[src/sv/linear_convolution_fir_core_defines.svh]
// assertion macros for the convolution fir core
// needs clk_i and rst_ni in the scope of every use
`ifndef LINEAR_CONVOLUTION_FIR_CORE_DEFINES_SVH
`define LINEAR_CONVOLUTION_FIR_CORE_DEFINES_SVH

// consequent checked in the same cycle as the antecedent
`define LCF_ASSERT_SAME(lbl, ante, cons, msg) \
  lbl: assert property (@(posedge clk_i) disable iff (!rst_ni) (ante) |-> (cons)) \
    else $error(msg);

// consequent checked in the cycle after the antecedent
`define LCF_ASSERT_NEXT(lbl, ante, cons, msg) \
  lbl: assert property (@(posedge clk_i) disable iff (!rst_ni) (ante) |=> (cons)) \
    else $error(msg);

`endif

[src/sv/lcf_pkg.sv]
// shared constants for the convolution fir core
// no dependencies
package lcf_pkg;

  // fixed field widths
  localparam int unsigned ResultW  = 36;
  localparam int unsigned TapCntW  = 5;
  localparam int unsigned CoefIdxW = 4;

  // item kinds carried on action_i
  localparam logic ActLoad   = 1'b0;
  localparam logic ActSample = 1'b1;

endpackage

[src/sv/lcf_ram.sv]
// generic single-port-write, single-port-read ram with registered read data
// no dependencies
module lcf_ram #(
  parameter int unsigned Width = 16,
  parameter int unsigned Depth = 16,
  localparam int unsigned AddrW = (Depth > 1) ? $clog2(Depth) : 1
) (
  input  logic             clk_i,
  input  logic             we_i,
  input  logic [AddrW-1:0] waddr_i,
  input  logic [Width-1:0] wdata_i,
  input  logic [AddrW-1:0] raddr_i,
  output logic [Width-1:0] rdata_o
);

  logic [Width-1:0] mem_q [Depth];
  logic [Width-1:0] rdata_q;

  always_ff @(posedge clk_i) begin
    if (we_i) begin
      mem_q[waddr_i] <= wdata_i;
    end
    rdata_q <= mem_q[raddr_i];
  end

  assign rdata_o = rdata_q;

endmodule

[src/sv/linear_convolution_fir_core.sv]
// convolution fir core: streaming full linear convolution with loadable taps
// depends on lcf_pkg, lcf_ram and linear_convolution_fir_core_defines.svh
//
//   channel   handshake                   payload
//   -------   -------------------------   ---------------------------------------
//   in        in_valid_i / in_stall_o     action_i coef_index_i value_i last_sample_i
//   out       out_valid_o / out_stall_i   result_o last_output_o
//   cfg       cfg_valid_i / cfg_ready_o   cfg_data_i (tap_count)
//
// a load is taken while idle; a sample stalls the input until its sum, and every tail
//   output behind it, has been handed to the output register
// each output is one pass of the one shared multiply-accumulate, which walks every
//   delay line position while the line rotates past it
// reset clears the delay line, the sequencer and tap_count (to one); taps are not cleared
// a stalled output holds the finished sum in the output register; the core waits
//   only when a second sum is ready before the first one has gone
`include "linear_convolution_fir_core_defines.svh"

module linear_convolution_fir_core #(
  parameter int unsigned MAX_TAPS    = 16,
  parameter int unsigned SAMPLE_BITS = 16
) (
  input  logic                                    clk_i,
  input  logic                                    rst_ni,
  // configuration
  input  logic                                    cfg_valid_i,
  output logic                                    cfg_ready_o,
  input  logic [lcf_pkg::TapCntW-1:0]             cfg_data_i,
  // input items
  input  logic                                    in_valid_i,
  output logic                                    in_stall_o,
  input  logic                                    action_i,
  input  logic [lcf_pkg::CoefIdxW-1:0]            coef_index_i,
  input  logic signed [SAMPLE_BITS-1:0]           value_i,
  input  logic                                    last_sample_i,
  // result items
  output logic                                    out_valid_o,
  input  logic                                    out_stall_i,
  output logic signed [lcf_pkg::ResultW-1:0]      result_o,
  output logic                                    last_output_o
);

  localparam int unsigned IdxW    = (MAX_TAPS > 1) ? $clog2(MAX_TAPS) : 1;
  localparam int unsigned CntW    = $clog2(MAX_TAPS + 1);
  localparam int unsigned MaxStep = MAX_TAPS + 1;
  localparam int unsigned StepW   = $clog2(MAX_TAPS + 2);
  localparam int unsigned ProdW   = 2 * SAMPLE_BITS;
  localparam int unsigned SumW    = ProdW + CntW;
  localparam int unsigned AccW    = (SumW > lcf_pkg::ResultW) ? SumW : lcf_pkg::ResultW;

  typedef enum logic [1:0] {
    StIdle,
    StRun,
    StFinish
  } state_e;

  state_e state_q, state_d;

  // configuration register
  logic [lcf_pkg::TapCntW-1:0] tap_q;
  logic [CntW-1:0]             m_eff;

  // sequencer
  logic [StepW-1:0] step_q, step_d;
  logic [CntW-1:0]  tail_q, tail_d;
  logic             last_q, last_d;
  logic             p1_q, p2_q;

  // output register
  logic                               out_valid_q, out_valid_d;
  logic signed [lcf_pkg::ResultW-1:0] out_result_q, out_result_d;
  logic                               out_last_q, out_last_d;

  // datapath
  logic [MAX_TAPS-1:0][SAMPLE_BITS-1:0] dl_q;
  logic signed [SAMPLE_BITS-1:0]        hd_q;
  logic signed [ProdW-1:0]              prod_q;
  logic signed [AccW-1:0]               acc_q;
  logic [SAMPLE_BITS-1:0]               coef_rd;

  logic                   in_xfer, slot_free, issue, tap_en;
  logic                   dl_shift, dl_clear, acc_clr;
  logic [SAMPLE_BITS-1:0] dl_shift_val;
  logic                   ram_we;

  assign cfg_ready_o = 1'b1;
  assign in_stall_o  = (state_q != StIdle);
  assign in_xfer     = in_valid_i && !in_stall_o;
  assign slot_free   = !out_valid_q || !out_stall_i;

  // taps in use, zero acts as one and anything beyond the line acts as the full line
  always_comb begin
    if (tap_q == '0) begin
      m_eff = CntW'(1);
    end else if (32'(tap_q) > MAX_TAPS) begin
      m_eff = CntW'(MAX_TAPS);
    end else begin
      m_eff = CntW'(tap_q);
    end
  end

  // one tap per step while the line rotates; only the first m_eff steps count
  assign issue  = (state_q == StRun) && (32'(step_q) < MAX_TAPS);
  assign tap_en = 32'(step_q) < 32'(m_eff);

  // load transfers write the tap memory; out-of-range indexes are dropped
  assign ram_we = in_xfer && (action_i == lcf_pkg::ActLoad) && (32'(coef_index_i) < MAX_TAPS);

  lcf_ram #(
    .Width (SAMPLE_BITS),
    .Depth (MAX_TAPS)
  ) u_coef_ram (
    .clk_i   (clk_i),
    .we_i    (ram_we),
    .waddr_i (IdxW'(coef_index_i)),
    .wdata_i (value_i),
    .raddr_i (step_q[IdxW-1:0]),
    .rdata_o (coef_rd)
  );

  // sequencer next state
  always_comb begin
    state_d      = state_q;
    step_d       = step_q;
    tail_d       = tail_q;
    last_d       = last_q;
    out_valid_d  = out_valid_q && out_stall_i;
    out_result_d = out_result_q;
    out_last_d   = out_last_q;
    dl_shift     = 1'b0;
    dl_shift_val = value_i;
    dl_clear     = 1'b0;
    acc_clr      = 1'b0;
    case (state_q)
      StIdle: begin
        if (in_xfer && (action_i == lcf_pkg::ActSample)) begin
          dl_shift = 1'b1;
          acc_clr  = 1'b1;
          step_d   = '0;
          last_d   = last_sample_i;
          tail_d   = last_sample_i ? (m_eff - CntW'(1)) : '0;
          state_d  = StRun;
        end
      end
      StRun: begin
        step_d = step_q + StepW'(1);
        if (32'(step_q) == MaxStep) begin
          state_d = StFinish;
        end
      end
      StFinish: begin
        if (slot_free) begin
          out_valid_d  = 1'b1;
          out_result_d = acc_q[lcf_pkg::ResultW-1:0];
          out_last_d   = last_q && (tail_q == '0);
          if (tail_q != '0) begin
            // feed one zero for the next tail output
            tail_d       = tail_q - CntW'(1);
            dl_shift     = 1'b1;
            dl_shift_val = '0;
            acc_clr      = 1'b1;
            step_d       = '0;
            state_d      = StRun;
          end else begin
            dl_clear = last_q;
            state_d  = StIdle;
          end
        end
      end
      default: begin
        state_d = StIdle;
      end
    endcase
  end

  // state and registered outputs
  always_ff @(posedge clk_i or negedge rst_ni) begin
    if (!rst_ni) begin
      state_q      <= StIdle;
      tap_q        <= lcf_pkg::TapCntW'(1);
      step_q       <= '0;
      tail_q       <= '0;
      last_q       <= 1'b0;
      p1_q         <= 1'b0;
      p2_q         <= 1'b0;
      out_valid_q  <= 1'b0;
      out_result_q <= '0;
      out_last_q   <= 1'b0;
    end else begin
      state_q      <= state_d;
      step_q       <= step_d;
      tail_q       <= tail_d;
      last_q       <= last_d;
      p1_q         <= issue && tap_en;
      p2_q         <= p1_q;
      out_valid_q  <= out_valid_d;
      out_result_q <= out_result_d;
      out_last_q   <= out_last_d;
      if (cfg_valid_i && cfg_ready_o) begin
        tap_q <= cfg_data_i;
      end
    end
  end

  // delay line: clear after a sequence, shift on a new sample or tail zero, rotate one place per step
  always_ff @(posedge clk_i or negedge rst_ni) begin
    if (!rst_ni) begin
      dl_q <= '0;
    end else if (dl_clear) begin
      dl_q <= '0;
    end else if (dl_shift) begin
      for (int i = MAX_TAPS - 1; i > 0; i--) begin
        dl_q[i] <= dl_q[i-1];
      end
      dl_q[0] <= dl_shift_val;
    end else if (issue) begin
      for (int i = 0; i < MAX_TAPS - 1; i++) begin
        dl_q[i] <= dl_q[i+1];
      end
      dl_q[MAX_TAPS-1] <= dl_q[0];
    end
  end

  // shared multiply-accumulate: head sample is registered so it lines up with the registered tap read
  always_ff @(posedge clk_i) begin
    hd_q <= dl_q[0];
    if (p1_q) begin
      prod_q <= $signed(coef_rd) * hd_q;
    end
    if (acc_clr) begin
      acc_q <= '0;
    end else if (p2_q) begin
      acc_q <= acc_q + AccW'(prod_q);
    end
  end

  assign out_valid_o   = out_valid_q;
  assign result_o      = out_result_q;
  assign last_output_o = out_last_q;

  // checks
  `LCF_ASSERT_SAME(a_idle_no_tail, !in_stall_o, tail_q == '0, "idle with tail outputs pending")
  `LCF_ASSERT_SAME(a_step_bound, state_q == StRun, 32'(step_q) <= MaxStep, "step past the end")
  `LCF_ASSERT_SAME(a_mac_in_run, p2_q, state_q == StRun, "accumulate outside a pass")
  `LCF_ASSERT_NEXT(a_tail_armed,
                   in_xfer && (action_i == lcf_pkg::ActSample) && last_sample_i,
                   tail_q == CntW'(m_eff - CntW'(1)), "tail count not armed")
  `LCF_ASSERT_NEXT(a_line_cleared,
                   state_q == StFinish && slot_free && tail_q == '0 && last_q,
                   dl_q == '0, "delay line not cleared after sequence")

endmodule

[config.mk]
export PLATFORM = sky130hd
export DESIGN_NAME = linear_convolution_fir_core
export DESIGN_NICKNAME = d
export VERILOG_FILES = /design/src/sv/lcf_pkg.sv /design/src/sv/lcf_ram.sv /design/src/sv/linear_convolution_fir_core.sv
export VERILOG_INCLUDE_DIRS = /design/src /design/src/sv
export SDC_FILE = /design/constraint.sdc
export NUM_CORES = 2
export LEC_CHECK = 0
export ABC_AREA = 1
export BUFFER_PORTS_ARGS = -buffer_cell sky130_fd_sc_hd__buf_2
export CAP_MARGIN = 25
export CELL_PAD_IN_SITES_DETAIL_PLACEMENT = 0
export CELL_PAD_IN_SITES_GLOBAL_PLACEMENT = 2
export CORE_MARGIN = 2
export CORE_UTILIZATION = 37
export CTS_CLUSTER_DIAMETER = 40
export DETAILED_ROUTE_END_ITERATION = 6
export PLACE_DENSITY = 0.8
export SETUP_SLACK_MARGIN = 0.5
export SKIP_CTS_REPAIR_TIMING = 1
export SYNTH_ARGS = -nofsm -noshare
export SYNTH_HDL_FRONTEND = slang
export SYNTH_SLANG_ARGS = --single-unit
[constraint.sdc]
create_clock -name clk_i -period 5.4 [get_ports clk_i]
set_input_delay 1.08 -clock clk_i [delete_from_list [all_inputs] [get_ports clk_i]]
set_output_delay 1.08 -clock clk_i [all_outputs]
set_load 0.02 [all_outputs]
Word level (Yosys, flattened, before mapping)
Memories as Yosys holds them, arrays and structs flattened. A register that Yosys moved wholly into a read port is not among the register bits.
Index checks and enable logic that the tools add are counted.
{"block": "op_classes", "addsub": 4, "multipliers": 1, "n_div": 0, "n_lt_le_gt_ge": 3, "eq_ne": 7, "shifts": 0, "n_mux": 33, "bitwise": 1, "n_reduce_logical": 24}
{"op": "256-bit two-way mux", "count": 3}
{"op": "16-bit two-way mux", "count": 3}
{"op": "5-bit two-way mux", "count": 9}
{"op": "37-bit by 32-bit adder with 37-bit output", "count": 1}
{"op": "16-bit by 16-bit multiplier with 32-bit output", "count": 1}
{"op": "5-bit one-hot mux with 3 select lines", "count": 1}
{"op": "1-bit two-way mux", "count": 11}
{"op": "5-bit zero test", "count": 2}
{"op": "5-bit one-hot mux with 2 select lines", "count": 1}
{"op": "5-bit by 1-bit subtractor with 5-bit output (second input constant)", "count": 2}
{"op": "4-bit AND reduction", "count": 2}
{"op": "1-bit logical AND", "count": 7}
{"op": "2-bit two-way mux", "count": 3}
{"op": "2-bit inequality test (second input constant)", "count": 3}
{"op": "2-bit one-hot mux with 3 select lines", "count": 1}
{"op": "3-bit nonzero test", "count": 2}
{"op": "5-bit by 1-bit adder with 5-bit output (second input constant)", "count": 1}
{"op": "5-bit equality test (second input constant)", "count": 1}
{"op": "5-bit > comparator (second input constant)", "count": 1}
{"op": "5-bit less-than comparator", "count": 1}
{"op": "5-bit less-than comparator (second input constant)", "count": 1}
{"op": "5-bit nonzero test", "count": 1}
{"op": "2-bit AND reduction", "count": 2}
{"op": "2-bit nonzero test", "count": 2}
{"op": "9 further kinds", "count": 11}
{"block": "totals", "ff_bits": 399, "latch_bits": 0, "mem_bits_rw": 256, "mem_bits_ro": 0, "in_bits": 32, "out_inout_bits": 40, "word_cells": 103, "memories": 1}
{"memory": "u_coef_ram.mem_q", "depth": 16, "word_bits": 16, "read_ports": 1, "rd_ports_with_merged_regs": 1, "wr": 1, "line": "lcf_ram.sv:16", "text": "logic [Width-1:0] mem_q [Depth];"}

Longest topological paths before layout
{"block": "logic_depth", "ltp_word": 8, "mapped_depth": 25, "ltp_nobuf": 23}

Modules after synthesis
A second synthesis with hierarchy kept.
{"block": "hier_totals", "hier_cells": 4782, "area_unflattened_um2": 41150.7}
{"module": "linear_convolution_fir_core", "n_inst": 1, "cells_each": 3708, "area_per_inst_um2": 29769.8, "seq_area_each_um2": 9860.7}
{"module": "lcf_ram", "n_inst": 1, "cells_each": 1074, "area_per_inst_um2": 11380.9, "seq_area_each_um2": 8007.7}

Least setup slack after synthesis
No wires, ideal clock.
{"block": "synth_timing", "path_kind": "reg2reg", "start": "register u_coef_ram.rdata_q[15], in the netlist u_coef_ram.rdata_o[15], read port of u_coef_ram.mem_q", "end": "register prod_q[30], data pin", "setup_time_ns": 0.259, "t_arrival_ns": 5.324, "t_required_ns": 5.141, "setup_slack_ns": -0.183, "path_stages_with_launch": 20, "path_buffers": 1, "synth_period_minus_slack_ns": 5.583, "path_cell_list": "dfxtp_1 clkbuf_1 nand2_1 inv_1 fa_1 fa_1 fa_1 fa_1 inv_1 fa_1 inv_1 fa_1 ha_1 nand2_1 inv_1 a221oi_1 o21ai_0 a21oi_1 nand2_1 xor2_1"}
{"block": "synth_between", "elab_chain_len": 1}
{"item": "from (decl)", "line": "lcf_ram.sv:17", "text": "logic [Width-1:0] rdata_q;"}
{"item": "16-bit by 16-bit multiplier with 32-bit output", "line": "linear_convolution_fir_core.sv:228", "text": "prod_q <= $signed(coef_rd) * hd_q;"}
{"item": "to (signal assigned)", "line": "linear_convolution_fir_core.sv:228"}
{"item": "to (decl)", "line": "linear_convolution_fir_core.sv:77", "text": "logic signed [ProdW-1:0] prod_q;"}
No other way between the ends.
A chain may end at the register's enable or synchronous reset.

Worst setup path after layout
{"block": "layout_timing", "start": "register u_coef_ram.rdata_q[15], in the netlist u_coef_ram.rdata_o[15], read port of u_coef_ram.mem_q", "end": "register prod_q[25], data pin"}
Same word-level chain as after synthesis.

==> key figures <==
Drt
  – Drt first pass iters: 5
  – Top routing layer in use: met4
  – M1 WL: ~50000 µm
  – Routed via count: ~30000
  – Routed wl met3: 4208 µm
  – Final wirelength: roughly 110000 µm
  – Avg WL per Cell: around 17 µm
  – Via density: slightly below 5
  – DRT iter0 DRCs: between 2000 and 2500
  – DRC: 0
  – Wire length on met2: just under 50000 µm
  – Routed Antenna Nets: 0

Synth
  – Yosys cell types: 51
  – Flops & latches, synth: between 600 and 700
  – Post-synth EDFFs: 288
  – Synth Instances: ~4400
  – Seq/Total Area, Yosys: 0.4452
  – Syn Nets: approximately 4900
  – Synthesized area: about 0.04 mm²
  – Synth Area per Inst: approximately 9 µm²
  – Yosys synthesis warning count: 0
  – Synth Flop Type: dfrtp_1
  – Asr flop ratio synth: 0.4687

Status
  – Status: finished with violations
  – Failing checks: setup timing

Worst setup path
  – Startpoint Class: flop
  – Crit. End Element: flop
  – Worst reg-to-reg path cell count: 19
  – Arr. time, crit path: between 5000 and 6000 ps
  – CP endpoint: prod_q[25]
  – CP required: ~5900 ps
  – Worst R2R End: prod_q[25]
  – Critical Path Source: u_coef_ram.rdata_o[15]
  – Flop-to-flop setup slack: -10 ps
  – RR Startpoint: u_coef_ram.rdata_o[15]
  – Worst-path maximum fanout: 7
  – Kind of critical path: flop to flop

STA
  – Slew headroom: 0.2630
  – Final setup fails: 1
  – Final Skew: approximately 61 ps
  – Crit share post-route: 1.002
  – Fmax: approximately 0.18 GHz
  – Hold slack: 347.4 ps
  – Worst Tran Pin Value: ~1100 ps
  – Final count of hold timing violations: 0
  – Final worst path period need: between 5000 and 6000 ps
  – RSZ-0062 raised after global routing: yes
  – Slew Limit Fails: 0
  – Fin worst setup slack: -11.66 ps

Global route
  – First-pass GRT wire length: 169000 µm
  – Grt total ovfl: 0
  – Vias in the first global route: 30190
  – GR Util All Layers: 0.1914
  – Largest net degree at the start of global routing: a little under 200
  – Antenna violations before repair: 4

Place
  – GP Congestion: 0.8564
  – # placed instances: just under 6000
  – DP HPWL: between 70000 and 80000 µm
  – # port buffers: 70

Die
  – Cell Rows: between 100 and 150
  – Die footprint: 0.1111 mm²
  – I/O pin cnt: a little over 70
  – Core area: around 0.11 mm²
  – Die height: approximately 330 µm
  – Die X: approximately 330 µm
  – Starting Density: 0.3738

Hold path
  – Worst hold path type: input pin to asynchronous set/reset pin

Clock tree
  – Clk pin slew, worst setup/hold paths: approximately 60 ps
  – CTS tree: yes
  – Sinks on Clock Net: between 600 and 700
  – Worst skew pair latency: about 700 ps
  – Clk buf depth: 3
  – CTS Root Buffer Type: clkbuf_16
  – CTS H-tree lvls: 3
  – TritonCTS buffer count: 113

Run
  – Max_cap viols: 0

Cells and area
  – Number of nets in the layout: between 5000 and 6000
  – Share of cells above drive strength 1: 0.1558
  – Register Area: roughly 0.018 mm²
  – Area Overhead vs Synth: 20.22%
  – Filler Cell Count: slightly above 10000
  – Area occupied by multi-input gates: between 0.015 and 0.02 mm²
  – Post-route non-filler standard cell count: 6096
cells in the mapped netlist, types with 3 or more instances:
cell type | count | area, µm²
a211oi_1 | 3 | 22.52
a21o_1 | 6 | 45.04
a21oi_1 | 109 | 545.5
a31oi_1 | 6 | 37.54
buf_1 | 4 | 15.01
buf_2 | 77 | 385.4
buf_4 | 27 | 202.7
buf_6 | 4 | 45.04
clkbuf_1 | 130 | 488.0
dfrtp_1 | 313 | 7833
dfxtp_1 | 68 | 1361
edfxtp_1 | 288 | 8648
fa_1 | 263 | 5265
ha_1 | 125 | 1564
inv_1 | 840 | 3153
inv_2 | 3 | 11.26
nand2_1 | 836 | 3138
nand3_1 | 102 | 510.5
nand3b_1 | 3 | 22.52
nand4_1 | 12 | 75.07
nor2_1 | 287 | 1077
nor3_1 | 13 | 65.06
nor4_1 | 3 | 18.77
o211ai_1 | 9 | 67.56
o21a_1 | 4 | 30.03
o21ai_0 | 496 | 2482
o21ai_1 | 11 | 55.05
o21bai_1 | 10 | 75.07
o221ai_1 | 23 | 201.4
o22ai_1 | 269 | 1683
o32ai_2 | 16 | 260.3
or2_2 | 10 | 62.56
xnor2_1 | 22 | 192.7
xor2_1 | 35 | 306.5
flip-flops by register name, indices dropped and copies added (netlist names):
| register | flops |
|---|---|
| dl_q | 256 |
| tap_q | 5 |
| result_o | 36 |
| last_q | 1 |
| acc_q | 36 |
| hd_q | 16 |
| u_coef_ram.mem_q | 256 |
| step_q | 5 |
| p2_q | 1 |
| out_valid_o | 1 |
| u_coef_ram.rdata_o | 16 |
| last_output_o | 1 |
| p1_q | 1 |
| tail_q | 5 |
| state_q | 2 |
| prod_q | 32 |
cell families after synthesis:
group,count (synthesis),synth area share
and+or+nand+nor,1274,0.1259
AOI/OAI and AO/OA,969,0.1386
buffers and inverters,1087,0.1073
xor gates and xnor gates,57,0.01244
adders and majority gates,388,0.1702
other,1,0.00009344
DFF,670,0.4452
muxes,1,0.0002806
worst min-delay path by stage:
| stage | from | to | slack, ps | cells past startpoint |
|---|---|---|---|---|
| after global placement | dl_q[10] | hd_q[10] | 390 | 0 |
| after detailed placement | dl_q[10] | hd_q[10] | 390 | 0 |
| final | rst_ni | result_o[25] | 350 | 1 |
| after CTS | rst_ni | result_o[26] | 350 | 1 |
| after floorplan | dl_q[0] | hd_q[0] | 360 | 0 |
| after global routing | rst_ni | result_o[25] | 370 | 1 |
through the flow:
step / setup slack (ps) / utilization / instance area [µm²] / TNS (ps)
floorplan: 232.9 / - / 40830 / 0
global placement: -409.9 / 0.4001 / 42950 / -1605
detailed placement: -383.6 / 0.4001 / 42950 / -1814
CTS: -394.2 / 0.4375 / 46970 / -2043
global route: -160.6 / 0.4494 / 48250 / -1269
finish: -11.66 / 0.4494 / 48250 / -11.66
layout by cell type (no fill, tap or decap), types with 16 or more instances in the layout:
cell type and n:
a21oi_1 88, a21oi_2 16, buf_12 29, buf_2 69, buf_4 142, buf_6 24, clkbuf_1 20, clkbuf_16 115
clkbuf_8 17, dfrtp_1 311, dfxtp_1 41, dfxtp_2 16, edfxtp_1 288, fa_1 244, fa_2 19, ha_1 95
ha_4 24, inv_1 797, inv_2 45, nand2_1 798, nand2_2 20, nand2_4 18, nand3_1 96, nor2_1 270
o21ai_0 484, o21ai_1 16, o221ai_1 23, o22ai_1 269, o32ai_2 16, xnor2_1 20, xor2_1 33
cell type report:
| type | instances | area share |
|---|---|---|
| multi-input cells | 2690 | 0.3931 |
| repair buffers | 271 | 0.04974 |
| diodes | 2 | 0.0001037 |
| flip-flops and latches | 670 | 0.3717 |
| clock inverters | 65 | 0.01815 |
| inverters | 845 | 0.06576 |
| clock buffers | 150 | 0.06501 |
| well taps | 1403 | 0.03638 |
layer usage:
metal,up-vias,track usage
met3,177,0.03146
met4,0,0.06383
met1,14510,0.2612
met5,-,0
li1,14680,-
met2,485,0.3099
worst max-delay path, stage by stage, from the launching register on:
cell and delay [ps]:
dfxtp_4 390, nand2_2 90, inv_1 60, fa_2 630, buf_4 130, fa_1 430
fa_2 560, fa_2 450, fa_1 490, inv_1 50, fa_1 470, inv_1 60
ha_4 300, nand2_4 70, buf_4 140, nor3_4 270, nand4_1 210, nand3_2 150
a21oi_2 60, xor2_1 130
Power is left out: the tool's default activity adds up to more than one toggle a clock period on the data nets, which glitch-free logic cannot reach.
